===== src/hw/rtl/sgf_pkg.sv =====
package sgf_pkg;

   // channel lanes that are built, and channel ports on the word
   localparam int CHANNELS = 8;
   localparam int PORT_CH  = 8;

   // field widths
   localparam int SAMPLE_W = 24;
   localparam int GAIN_W   = 18;
   localparam int FADE_W   = 17;
   localparam int COEF_W   = 16;
   localparam int CNT_W    = 4;
   // gain * fade rounded to Q.16 stays below 2^19
   localparam int COMB_W   = 19;

   // csr register map
   localparam logic [1:0] REG_ACTIVE_CHANNELS = 2'd0;
   localparam logic [1:0] REG_SMOOTHING_COEF  = 2'd1;
   localparam logic [1:0] REG_FADE_STEP       = 2'd2;
   localparam logic [1:0] REG_GAIN_EPSILON    = 2'd3;

   // how the lanes treat their sample
   localparam logic [1:0] MODE_PASS  = 2'd0;
   localparam logic [1:0] MODE_ZERO  = 2'd1;
   localparam logic [1:0] MODE_SCALE = 2'd2;

   typedef logic signed [SAMPLE_W-1:0] sample_type;

   // gain control to lanes
   typedef struct packed {
      logic [1:0]        mode;
      logic [COMB_W-1:0] combined;
   } scale_type;

   // sequencer step strobes to the gain control
   typedef struct packed {
      logic flag_en;
      logic update_en;
      logic comb_en;
      logic mode_en;
   } step_type;

endpackage


===== src/hw/rtl/sgf_lane.sv =====
module sgf_lane import sgf_pkg::*; (
   input  logic       clock,
   input  logic       load_en,
   input  sample_type sample,
   input  logic       lane_on,
   input  scale_type  scale,
   output sample_type result
);

   localparam int PROD_W  = SAMPLE_W + COMB_W + 1;
   localparam int ROUND_W = PROD_W - 16;
   localparam logic signed [ROUND_W-1:0] SAT_HI = ROUND_W'((2 ** (SAMPLE_W - 1)) - 1);
   localparam logic signed [ROUND_W-1:0] SAT_LO = ~SAT_HI;

   logic signed [PROD_W-1:0]  prod_ff;
   logic signed [PROD_W-1:0]  prod_in;
   logic signed [PROD_W-1:0]  biased;
   logic signed [ROUND_W-1:0] rounded;
   sample_type                sat_val;

   // sample times combined gain, registered
   assign prod_in = sample * $signed({1'b0, scale.combined});

   always_ff @(posedge clock) begin
      if (load_en) begin
         prod_ff <= prod_in;
      end
   end

   // round to nearest at Q1.23, ties up, then saturate
   assign biased  = prod_ff + PROD_W'(32768);
   assign rounded = biased[PROD_W-1:16];

   always_comb begin
      if (rounded > SAT_HI) begin
         sat_val = SAT_HI[SAMPLE_W-1:0];
      end else if (rounded < SAT_LO) begin
         sat_val = SAT_LO[SAMPLE_W-1:0];
      end else begin
         sat_val = rounded[SAMPLE_W-1:0];
      end
   end

   // lane output select
   always_comb begin
      if (!lane_on) begin
         result = '0;
      end else begin
         case (scale.mode)
            MODE_PASS:  result = sample;
            MODE_ZERO:  result = '0;
            MODE_SCALE: result = sat_val;
            default:    result = '0;
         endcase
      end
   end

endmodule


===== config.mk =====
export PLATFORM = sky130hd
export DESIGN_NAME = sgf_lane
export DESIGN_NICKNAME = d
export VERILOG_FILES = /design/src/hw/rtl/sgf_pkg.sv /design/src/hw/rtl/sgf_lane.sv
export SDC_FILE = /design/constraint.sdc
export NUM_CORES = 1
export LEC_CHECK = 0
export ABC_AREA = 0
export BUFFER_PORTS_ARGS = -buffer_cell sky130_fd_sc_hd__buf_2
export CAP_MARGIN = 10
export CORE_MARGIN = 8
export CORE_UTILIZATION = 41
export CTS_CLUSTER_DIAMETER = 30
export CTS_CLUSTER_SIZE = 24
export DETAILED_ROUTE_END_ITERATION = 10
export PLACE_DENSITY = 0.6
export SLEW_MARGIN = 25
export SYNTH_ARGS = -nofsm -noshare
export SYNTH_HDL_FRONTEND = slang
export SYNTH_SLANG_ARGS = --single-unit

===== constraint.sdc =====
create_clock -name clock -period 11.69 [get_ports clock]
set_clock_uncertainty 0.15 [all_clocks]
set_input_delay 1.169 -clock clock [delete_from_list [all_inputs] [get_ports clock]]
set_output_delay 1.169 -clock clock [all_outputs]
set_load 0.01 [all_outputs]

======== Word-level counts from Yosys, hierarchy flattened ========
Index checks and enable logic that the tools add are counted.
Widths: inputs -> output; s select.
word-level totals
  flip-flop bits (word level) ............. 44
  input port bits ......................... 48
  output and inout port bits .............. 24
  logic and storage cells ................. 11
cells by class
  add/sub/neg operators ................... 1
  multipliers ............................. 1
  magnitude comparators ................... 2
  eq/ne operators ......................... 1
  multiplexer cells ....................... 4
  reduce and logical (&&, ||, !) cells .... 1
operators by type and width
  kind                    count
  $mux 24                 3
  $pmux 24 s2             1
  $add 44x17->44 const B  1
  $mul 24x20->44          1
  $gt 28x24->1 const B    1
  $lt 28x24->1 const B    1
  $eq 2x2->1 const B      1
  $logic_not 2->1         1

======== Depth between registers and ports, before layout ========
  depth in word-level cells ............... 6
  gate-level depth with buffers ........... 26
  mapped depth without buffers ............ 25

======== Worst setup path after synthesis ========
OpenSTA, ideal clock, no wires.
  kind .................................... in2reg
  start ................................... in sample[23]
  end ..................................... reg prod_ff[40], data pin
  data arrival time ....................... 7.327 ns
  required time ........................... 11.281 ns
  slack ................................... 3.954 ns
  stages on the path ...................... 24
  buffers on the path ..................... 2
  cell sequence ........................... clkbuf_1 clkbuf_1 nand2_1 fa_1 inv_1 fa_1 inv_1 fa_1 inv_1 fa_1 fa_1 fa_1 inv_1 fa_1 inv_1 ha_1 o21a_1 o21ai_0 a21oi_1 o211ai_1 o21ai_0 or4_1 a31oi_1 xnor2_1
between the ends
  longest elaborated chain between the ends .. 1
ends and longest elaborated chain
  item                  line            source
  from (decl)           sgf_lane.sv:4   input sample_type sample,
  $mul 24x20->44        sgf_lane.sv:22  assign prod_in = sample * $signed({1'b0, scale.combined});
  via prod_in[40]       sgf_lane.sv:16  logic signed [PROD_W-1:0] prod_in;
  to (signal assigned)  sgf_lane.sv:26  prod_ff <= prod_in;
  to (decl)             sgf_lane.sv:15  logic signed [PROD_W-1:0] prod_ff;
The timed path passes the listed nets, and every way through them passes these cells.
A chain may end at the register's enable or synchronous reset.

======== Worst setup path after layout ========
  start ................................... in sample[15]
  end ..................................... reg prod_ff[40], data pin
The elaborated chain is that of the path after synthesis.

==> impl_metrics.ini <==
[run_status]
status = complete, no violations

[cells_and_area]
largest_reg_flops = 29
fin_util_pct = 43.3
regMostFlops = prod_ff
mostFrequentLayoutCell = inv_1
nets = 2636
synthToLayoutAreaGrowth_pct = 5.03
n_fill_cell = 4439
layout_common_cells = 532 x inv_1, 466 x fa_1, 278 x and2_1
reg_top3 = prod_ff (29)
drive_above_1_share_pct = 4.89

[yosys]
synth_edf_count = 29
synthesis.nets = 2650
ys_ff_latch = 29
ys.warnings.count = 0
async_flop_share_pct = 0
synth_area_sq_um = 18600
synthDistinctLibCells = 59
ys_seq_area_share_pct = 4.69
syn-instance-count = 2019
yosys_most_used_dff = edfxtp_1
avgSynthCellArea_sq_um = 9.19

[place]
routabilityCongestion = 0.836
port_buffers = 71
place_hpwl_um = 37400
preCtsSetupSlack_ns = 3.28

[timing]
layout_setup_ws_ns = 3.57
setup_tns_ns = 0
min_period_over_period_pct = 69.5
final_hold_viol_count = 0
tightest_slew_ns = 0.812
fin_crit_ns = 8.12
setup_viol = 0
holdWs_ns = 1.31
rsz0062_at_grt = false
drv_slew = 0
relSlewSlack_pct = 45.8
max_freq_mhz = 123

[route]
firstDrtPassIters = 6
dr.first_iter.drc_count = 537
vias_per_cell = 4.96
wl_um = 46700
route.vias.total = 12937
avgRoutedWirePerCell_um = 17.9
antenna_left = 0
route.detailed.drc = 0

[clocking]
ctsLongestPathBuffers = 2
cts_tree = done
cts_buffers = 5
ctsResizeCount = 0
holdBufCountCts = 0
clk_pin_slew_ns = 0.05
cts_sinks = 29
cts.htree.levels = 2
postCtsSetupBuffers = 0
root_buffer = clkbuf_16

[global_route]
first_global_vias = 14631
grt_antenna_before_repair = 3
grt_start_max_net_pins = 30
grt_pass1_wl_um = 77600
grt_overflow = 0
track_usage_pct = 18.5

[critical_path]
critPathKind = in2reg
worstPathRequired_ns = 11.56
critical_path_arrival_ns = 8.00
worst_setup_path_end_kind = flip-flop
cp-start-kind = primary input
startpoint = sample[15]
crit_fanout = 20

[floorplan]
start_util_pct = 41.3
die_h_um = 229
num_rows = 78
io-pin-count = 72
die_area_sq_um = 52300
die_w_um = 229
core_area_sq_um = 45000

[flow_run]
max_cap_viol_count = 0

[min_path]
hold_path.class = in2reg
worstHoldStart = load_en
## routing by layer
metal  GRT usage, %  share of wire (%)  wire length [um]  vias to the layer above
met5              0                  0                 0                        -
met2           33.5                 51             23700                      300
met4           4.48                2.3              1090                        0
li1               -                  -                 -                     5822
met1           23.8                 43             19900                     6764
met3           1.27                4.1              1910                       51
## synthesized netlist by cell type, types with 2 or more instances
master    number  share of area [%]
inv_1        532                 11
fa_1         466                 50
and2_1       278                9.4
nand2_1      213                4.3
ha_1         117                7.9
clkbuf_1      90                1.8
xnor2_1       35                1.7
o21a_1        31                1.3
o21ai_0       30               0.81
edfxtp_1      29                4.7
nor2_1        26               0.53
xor2_1        22                1.0
nand3_1       20               0.54
a21oi_1       19               0.51
nand4_1       13               0.44
nor3_1        11               0.30
a21o_1        10               0.40
a211oi_1       6               0.24
o21bai_1       6               0.24
o21ai_1        5               0.13
a31oi_1        4               0.13
and3_1         4               0.13
a21oi_2        3               0.14
nand2b_1       3               0.10
or3_1          3               0.10
a41oi_1        2              0.094
and4_1         2              0.094
buf_2          2              0.054
buf_4          2              0.081
nor2b_1        2              0.067
nor4_1         2              0.067
o211ai_1       2              0.081
or2_2          2              0.067
or4_1          2              0.081
## worst max-delay path, stage by stage
cell and delay, ns:
buf_2 0.43, and2_1 0.24, fa_1 0.43, fa_1 0.53, inv_1 0.06, fa_1 0.47, inv_1 0.06, fa_1 0.49
fa_1 0.52, fa_1 0.50, inv_1 0.05, fa_1 0.48, inv_1 0.05, ha_1 0.35, a2111o_1 0.42, o21a_1 0.13
nand2b_1 0.07, a21oi_1 0.07, a211oi_2 0.43, o21ai_0 0.21, or4_1 0.50, a31oi_1 0.21, xnor2_1 0.09
## cell type report
| type | count | area (sq um) | area share, % |
|---|---|---|---|
| well taps | 600 | 751 | 3.85 |
| flip-flops and latches | 29 | 871 | 4.47 |
| clock buffers | 5 | 125 | 0.642 |
| repair buffers | 73 | 370 | 1.90 |
| clock inverters | 3 | 41.3 | 0.212 |
| diodes | 2 | 5.00 | 0.0257 |
| inverters | 532 | 2000 | 10.2 |
| multi-input cells | 1364 | 15300 | 78.7 |
## logic make-up (layout without fill, tap and decap cells)
group / Yosys count / after routing / share of synthesized area (%)
AOI/OAI and AO/OA: 137 / 137 / 5.22
xor gates and xnor gates: 57 / 57 / 2.69
adders and majority gates: 583 / 583 / 58.1
buffers and inverters: 626 / 613 / 12.7
DFF: 29 / 29 / 4.69
other: 0 / 2 / 0
and+or+nand+nor: 587 / 587 / 16.5
## stage by stage
stage	cells	instance area, sq um
4_1_cts	2606	19500
2_1_floorplan	2019	18600
5_1_grt	2608	19500
3_3_place_gp	2598	19300
3_5_place_dp	2598	19300
6_report	2608	19500
## path summary, 6_finish.rpt
| path | slack (ns) | depth (start not counted) | end |
|---|---|---|---|
| worst max-delay path | 3.57 | 23 | prod_ff[40] |
| worst min-delay path | 1.31 | 1 | prod_ff[18] |
Power is left out: the tool's default activity adds up to more than one toggle a clock period on the data nets, which glitch-free logic cannot reach.
