File: src/hw/rtl/sgf_pkg.sv
package sgf_pkg;

   // channel lanes that are built, and channel ports on the word
   localparam int CHANNELS = 8;
   localparam int PORT_CH  = 8;

   // field widths
   localparam int SAMPLE_W = 24;
   localparam int GAIN_W   = 18;
   localparam int FADE_W   = 17;
   localparam int COEF_W   = 16;
   localparam int CNT_W    = 4;
   // gain * fade rounded to Q.16 stays below 2^19
   localparam int COMB_W   = 19;

   // csr register map
   localparam logic [1:0] REG_ACTIVE_CHANNELS = 2'd0;
   localparam logic [1:0] REG_SMOOTHING_COEF  = 2'd1;
   localparam logic [1:0] REG_FADE_STEP       = 2'd2;
   localparam logic [1:0] REG_GAIN_EPSILON    = 2'd3;

   // how the lanes treat their sample
   localparam logic [1:0] MODE_PASS  = 2'd0;
   localparam logic [1:0] MODE_ZERO  = 2'd1;
   localparam logic [1:0] MODE_SCALE = 2'd2;

   typedef logic signed [SAMPLE_W-1:0] sample_type;

   // gain control to lanes
   typedef struct packed {
      logic [1:0]        mode;
      logic [COMB_W-1:0] combined;
   } scale_type;

   // sequencer step strobes to the gain control
   typedef struct packed {
      logic flag_en;
      logic update_en;
      logic comb_en;
      logic mode_en;
   } step_type;

endpackage

File: src/hw/rtl/sgf_ctrl.sv
module sgf_ctrl import sgf_pkg::*; (
   input  logic              clock,
   input  logic              reset,
   input  step_type          step,
   input  logic              first_in_block,
   input  logic [GAIN_W-1:0] target_gain,
   input  logic [FADE_W-1:0] target_fade,
   input  logic [COEF_W-1:0] smoothing_coef,
   input  logic [COEF_W-1:0] fade_step,
   input  logic [COEF_W-1:0] gain_epsilon,
   output scale_type         scale,
   output logic [GAIN_W-1:0] gain_now,
   output logic [FADE_W-1:0] fade_now
);

   localparam int SMOOTH_W = GAIN_W + COEF_W + 2;
   localparam int RND_W    = SMOOTH_W - 16;
   localparam int SUM_W    = GAIN_W + 3;
   localparam int GF_W     = GAIN_W + FADE_W;
   localparam logic [COMB_W-1:0] UNITY = COMB_W'(65536);

   logic [GAIN_W-1:0]         gain_ff, gain_in;
   logic [FADE_W-1:0]         fade_ff, fade_in;
   logic                      gain_settled_ff, gain_settled_in;
   logic                      fade_settled_ff, fade_settled_in;
   logic signed [SMOOTH_W-1:0] smooth_ff, smooth_in;
   logic [COMB_W-1:0]         comb_ff, comb_in;
   logic [1:0]                mode_ff, mode_in;

   logic signed [GAIN_W:0]     diff;
   logic signed [SMOOTH_W-1:0] smooth_biased;
   logic signed [RND_W-1:0]    smooth_rnd;
   logic signed [SUM_W-1:0]    gain_sum;
   logic [GAIN_W-1:0]          gain_clamp;
   logic [FADE_W-1:0]          fade_ramp;
   logic [FADE_W-1:0]          step_ext;
   logic [GF_W-1:0]            gf_sum;
   logic                       both_settled;

   function automatic logic near_fn(input logic [COMB_W-1:0] a,
                                    input logic [COMB_W-1:0] b,
                                    input logic [COEF_W-1:0] eps);
      logic [COMB_W-1:0] d;
      d = (a > b) ? a - b : b - a;
      return d <= COMB_W'(eps);
   endfunction

   assign both_settled = gain_settled_ff & fade_settled_ff;

   // smoother product: (target - gain) * coef
   assign diff      = $signed({1'b0, target_gain}) - $signed({1'b0, gain_ff});
   assign smooth_in = diff * $signed({1'b0, smoothing_coef});

   // rounded smoother step added to gain, clamped to range
   assign smooth_biased = smooth_ff + SMOOTH_W'(32768);
   assign smooth_rnd    = smooth_biased[SMOOTH_W-1:16];
   assign gain_sum      = $signed({3'b000, gain_ff}) + SUM_W'(smooth_rnd);

   always_comb begin
      if (gain_sum[SUM_W-1]) begin
         gain_clamp = '0;
      end else if (|gain_sum[SUM_W-2:GAIN_W]) begin
         gain_clamp = '1;
      end else begin
         gain_clamp = gain_sum[GAIN_W-1:0];
      end
   end

   // linear fade ramp, stops at target
   assign step_ext = FADE_W'(fade_step);

   always_comb begin
      fade_ramp = fade_ff;
      if (fade_ff > target_fade) begin
         if (fade_ff - target_fade > step_ext) begin
            fade_ramp = fade_ff - step_ext;
         end else begin
            fade_ramp = target_fade;
         end
      end else if (fade_ff < target_fade) begin
         if (target_fade - fade_ff > step_ext) begin
            fade_ramp = fade_ff + step_ext;
         end else begin
            fade_ramp = target_fade;
         end
      end
   end

   // combined gain, rounded to Q.16
   assign gf_sum  = (GF_W'(gain_ff) * GF_W'(fade_ff)) + GF_W'(32768);
   assign comb_in = gf_sum[GF_W-1:16];

   // state next values per step
   always_comb begin
      gain_in         = gain_ff;
      fade_in         = fade_ff;
      gain_settled_in = gain_settled_ff;
      fade_settled_in = fade_settled_ff;
      if (step.flag_en && first_in_block) begin
         gain_settled_in = near_fn(COMB_W'(gain_ff), COMB_W'(target_gain), gain_epsilon);
         fade_settled_in = near_fn(COMB_W'(fade_ff), COMB_W'(target_fade), gain_epsilon);
      end
      if (step.update_en) begin
         if (both_settled) begin
            gain_in = target_gain;
            fade_in = target_fade;
         end else begin
            if (!gain_settled_ff) begin
               gain_in = gain_clamp;
            end
            if (!fade_settled_ff) begin
               fade_in = fade_ramp;
            end
         end
      end
   end

   // lane mode
   always_comb begin
      if (!both_settled) begin
         mode_in = MODE_SCALE;
      end else if (near_fn(comb_ff, UNITY, gain_epsilon)) begin
         mode_in = MODE_PASS;
      end else if (comb_ff <= COMB_W'(gain_epsilon)) begin
         mode_in = MODE_ZERO;
      end else begin
         mode_in = MODE_SCALE;
      end
   end

   always_ff @(posedge clock) begin
      if (reset) begin
         gain_ff         <= GAIN_W'(65536);
         fade_ff         <= FADE_W'(65536);
         gain_settled_ff <= 1'b1;
         fade_settled_ff <= 1'b1;
      end else begin
         gain_ff         <= gain_in;
         fade_ff         <= fade_in;
         gain_settled_ff <= gain_settled_in;
         fade_settled_ff <= fade_settled_in;
      end
   end

   // datapath registers
   always_ff @(posedge clock) begin
      if (step.flag_en) begin
         smooth_ff <= smooth_in;
      end
      if (step.comb_en) begin
         comb_ff <= comb_in;
      end
      if (step.mode_en) begin
         mode_ff <= mode_in;
      end
   end

   assign scale.mode     = mode_ff;
   assign scale.combined = comb_ff;
   assign gain_now       = gain_ff;
   assign fade_now       = fade_ff;

endmodule

File: config.mk
export PLATFORM = sky130hd
export DESIGN_NAME = sgf_ctrl
export DESIGN_NICKNAME = d
export VERILOG_FILES = /design/src/hw/rtl/sgf_pkg.sv /design/src/hw/rtl/sgf_ctrl.sv
export SDC_FILE = /design/constraint.sdc
export NUM_CORES = 2
export LEC_CHECK = 0
export ABC_AREA = 1
export BUFFER_PORTS_ARGS = -buffer_cell sky130_fd_sc_hd__buf_2
export CAP_MARGIN = 20
export CORE_MARGIN = 2
export CORE_UTILIZATION = 50
export CTS_BUF_LIST = sky130_fd_sc_hd__clkbuf_2
export CTS_CLUSTER_SIZE = 24
export DETAILED_ROUTE_END_ITERATION = 16
export PLACE_DENSITY = 0.66
export SLEW_MARGIN = 25
export SYNTH_ARGS = -nofsm -noshare
export SYNTH_HDL_FRONTEND = slang
export SYNTH_SLANG_ARGS = --single-unit
File: constraint.sdc
create_clock -name clock -period 18.2 [get_ports clock]
set_input_delay 3.64 -clock clock [delete_from_list [all_inputs] [get_ports clock]]
set_output_delay 3.64 -clock clock [all_outputs]
set_load 0.01 [all_outputs]
-- Word level (Yosys, flattened, before mapping)
Index checks and enable logic that the tools add are counted.
- $add $sub $neg: 14
- mux-type cells: 15
- multiply operators: 2
- equal/unequal tests: 2
- magnitude comparators: 11
- reduce and logical (&&, ||, !) cells: 6
- bitwise logic cells: 2
- operators by type and width (kind ; number):
    $mux W17 ; 6
    $le A19 B16 Y1 ; 4
    $mux W18 ; 4
    $mux W19 ; 3
    $sub A18 B18 Y19 ; 3
    $add A36 B17 Y36 const B ; 1
    $mul A19 B17 Y36 ; 1
    $sub A17 B17 Y18 ; 2
    $add A35 B16 Y35 const B ; 1
    $mul A18 B17 Y35 ; 1
    $gt A17 B16 Y1 ; 2
    $gt A17 B17 Y1 ; 2
    $sub A17 B17 Y17 ; 2
    $add A19 B20 Y21 ; 1
    $gt A19 B17 Y1 const B ; 1
    $sub A17 B19 Y19 const A ; 1
    $sub A19 B17 Y19 const B ; 1
    $gt A18 B18 Y1 ; 1
    $add A17 B16 Y17 ; 1
    $lt A17 B17 Y1 ; 1
    $sub A17 B16 Y17 ; 1
    $mux W2 ; 2
    $ne A2 B1 Y1 const B ; 2
    $reduce_or A2 Y1 ; 2
    6 further kinds ; 6
- output and inout bits: 56
- register bits: 94
- logic and storage cells: 60

-- Depth between registers and ports, before layout
- word-level depth: 7
- depth in mapped cells: 39
- depth with buffers taken out: 36

-- Least setup slack after synthesis
Ideal clock, no wire load.
- kind: input port to flip-flop
- start point: input port target_gain[5]
- end point: register smooth_ff[30] (data pin)
- stages: 32
- setup slack: 8028 ps
- setup time: 252 ps
- buffers on the path: 2
- arrival time: 9920 ps
- cells stage by stage: inv_1 > ha_1 > clkbuf_1 > nand2_1 > o31ai_1 > a21oi_1 > or2_2 > nand2_2 > inv_1 > buf_2 > nand2_1 > fa_1 > fa_1 > fa_1 > inv_1 > fa_1 > fa_1 > inv_1 > fa_1 > inv_1 > ha_1 > nand2_1 > nor2_1 > nand4_1 > o21ai_1 > nand3_1 > nand2_1 > nand2_1 > o21ai_1 > nand2_1 > nand3_1 > nand2_1
- longest elaborated chain between the ends: 2
- ends and longest elaborated chain (element ; RTL line ; text):
    start: declaration ; sgf_ctrl.sv:6 ; input logic [GAIN_W-1:0] target_gain,
    $sub A18 B18 Y19 ; sgf_ctrl.sv:51 ; assign diff = $signed({1'b0, target_gain}) - $signed({1'b0, gain_ff});
    $mul A19 B17 Y36 ; sgf_ctrl.sv:52 ; assign smooth_in = diff * $signed({1'b0, smoothing_coef});
    named net smooth_in[30] ; sgf_ctrl.sv:26 ; logic signed [SMOOTH_W-1:0] smooth_ff, smooth_in;
    end signal: assignment ; sgf_ctrl.sv:148 ; smooth_ff <= smooth_in;
    end: declaration ; sgf_ctrl.sv:26 ;
The timed path passes the listed nets, and every way through them passes these cells.
A chain may end at the register's enable or synchronous reset.

-- Worst setup path in the final report
- start point: input port target_gain[0]
- end point: register smooth_ff[35] (data pin)
The elaborated chain is that of the path after synthesis.

==> out/metrics.cfg <==
[setup_path]
worstPathArrival_ns=11.41
internal_reg_to_reg_setup_slack_ns=9.71
timing.critical_path.from_type=input pin
worst_r2r_endpoint=smooth_ff[35]
path_buf_inv=7
crit_family=adder cells
timing.rr.start=gain_now[4]
critical-path-slowest-cell=nor4_1
setup.worst_path.start=target_gain[0]
critPathMaxStageDelay_ns=0.86
cpMostUsedCell=fa_1
reg2regPathDepth=27
critical_path_required_ns=18.87
worstSetupPathType=in2reg
crit_fanout=12
crit_path_end_kind=flop

[logic_synthesis]
ys_async_sr_fraction_pct=0
syn-num-nets=5686
synth_cell_count_leaders=inv_1 (1111), nand2_1 (980), fa_1 (551), ha_1 (426), nor2_1 (317)
synth_area_sq_mm=0.0344
netlist_instances=4619
synth.most_common_cell=inv_1
count_of_different_cell_masters_after_synthesis=59
synthesis.yosys.warnings=0
synth_area_leaders=fa_1 (32%), ha_1 (16%), inv_1 (12%), nand2_1 (11%), a21oi_1 (3.8%)
top_area_cell_type_share_of_the_netlist_area_pct=32.1
synth-seq-area-share_pct=5.83
yosys_most_used_dff=edfxtp_1
synth.avg_cell_area_sq_um=7.44
synth-edff-count=42
number_of_synthesized_register_bits=79
synth_top_area_cell=fa_1

[final_layout]
sequential_cell_area_sq_mm=0.00200
stdcell_count=5544
area_of_the_multi_input_gates_sq_mm=0.0274
areaGrowthSynthToFinish_pct=4.59
nNetsFinal=5722
post_route_cells_drive_above_1_share_pct=6.20
post_route_core_utilization_pct=52.6
fillers=6860

[timing]
max_slew.worst_pin.slew_ns=1.04
worst_clock_skew_ns=0.130
grt_setup_unrepaired=false
maxSlewHeadroom_pct=30.9
timing.final.crit_period_ns=10.75
layout_setup_ws_ns=7.45
final_min_period_over_clock_period_pct=59.0
fin_setup_tns_ns=0
hold_violations=0
highest_achievable_clock_rate_mhz=93.1
drv_slew=0
setup_viol_count_final=0

[routing]
detail-route-antenna-nets=0
route.detailed.vias_per_inst=5.40
routed_wire_length_per_instance_um=18.8
drc=0
via_count=29900
route.final.wire_length_um=104000
detail_route.first_pass.iterations=6
number_of_drc_markers_in_iteration_0=2266

[clock_tree]
numCtsBuffers=9
htree_levels=3
cts_setup_buffers=0
clock_tree.buffer_depth=2
ctsResizeCount=0
clkLatencyLatePin_ns=0.87
tritoncts=built
clock_sinks=79
cts_hold_repair.buffers=0
clkTransAtPathRegs_ns=0.37
cts.root.buffer_cell=clkbuf_2

[hold_path]
worstHoldEndpoint=fade_settled_ff
path_category_of_the_worst_min_delay_check=reg2reg
min_from=fade_settled_ff
worstHoldPathCells=2

[grt]
globalRouteOverflowTotal=0
first_pass_grt_wire_length_um=168000
gr-usage-all-layers_pct=30.5
grt_start_max_net_pins=36
antenna_violations_before_repair=4
first_global_vias=30800

[place]
buffer_ports.inserted=145
post-place-ws_ns=6.72
post-place-cells=5526
hpwl_um=87400
gp_congestion=0.963

[die]
start_util_pct=50.3
floorplan.die_area_sq_mm=0.0708
ioPinCount=146
placeableCoreArea_sq_mm=0.0683
die_width_um=266
die_height_um=266
row_count=96

[job]
cap_viol_max_count=0

[run_status]
outcome=completed

-- sequential cells by signal, summed over array words and instances, names as in the netlist --
signal,count
gain_now,18
mode_ff,2
fade_settled_ff,1
smooth_ff,21
comb_ff,19
gain_settled_ff,1
fade_now,17
-- worst reg2reg max path, delay by kind of cell (launching register included) --
family / cells / cell delay, ns
flip-flops: 1 / 0.48
AO/OA/AOI/OAI: 4 / 1.06
buffers and inverters: 5 / 0.75
adder cells (fa/ha/maj): 8 / 3.60
AND/OR/NAND/NOR: 9 / 2.25
XOR/XNOR: 1 / 0.16
-- through the flow --
stage | hold slack (ns) | instance area, sq um
global placement | 0.481 | 35800
detailed placement | 0.491 | 35800
finish | 0.551 | 35900
CTS | 0.554 | 35900
global route | 0.592 | 35900
floorplan | 0.455 | 34400
-- metal layers --
| layer | global-route usage (%) | vias to the layer above | routed length, um |
|---|---|---|---|
| met5 | 0 | - | 7 |
| met4 | 10.9 | 2 | 4120 |
| met3 | 4.33 | 191 | 6980 |
| met2 | 50.6 | 1090 | 48300 |
| met1 | 40.8 | 14600 | 44700 |
| li1 | - | 14000 | - |
-- kinds of logic after synthesis --
family | after synthesis | share of synthesized area, %
AND/OR/NAND/NOR | 1546 | 18.3
buffers and inverters | 1287 | 14.4
adder cells (fa/ha/maj) | 977 | 47.6
AO/OA/AOI/OAI | 555 | 9.25
XOR/XNOR | 175 | 4.62
flip-flops | 79 | 5.83
-- placed cells by master (no fill, tap or decap), types with 15 or more instances in the layout --
cell      netlist  routed
buf_2          20     145
nand3_1       144     144
xor2_1        132     131
a21o_1         15      15
a21oi_1       259     259
o21ai_0       145     145
nand2_1       980     980
a31oi_1        20      20
fa_1          551     551
inv_1        1111    1110
nand4_1        33      33
a21oi_2        19      19
nor2_1        317     317
xnor2_1        40      40
ha_1          426     426
edfxtp_1       42      42
buf_4           6      46
nor3_1         25      25
dfxtp_1        37      35
-- worst max path at each step --
stage	to	depth (start not counted)
5_1_grt	smooth_ff[33]	35
6_report	smooth_ff[35]	31
3_3_place_gp	smooth_ff[35]	31
3_5_place_dp	smooth_ff[35]	31
2_1_floorplan	smooth_ff[30]	32
4_1_cts	smooth_ff[35]	31
-- cell type report --
| cell class | instances | area share (%) |
|---|---|---|
| multi-input combinational | 3253 | 76.3 |
| inverter | 1121 | 11.7 |
| sequential | 79 | 5.58 |
| tap | 882 | 3.07 |
| timing repair buffer | 191 | 2.98 |
| clock inverter | 7 | 0.209 |
| clock buffer | 9 | 0.125 |
| antenna | 2 | 0.0139 |
Power is not shown: default switching activity piles up to over one toggle a cycle in this logic, so the estimate is an artifact.
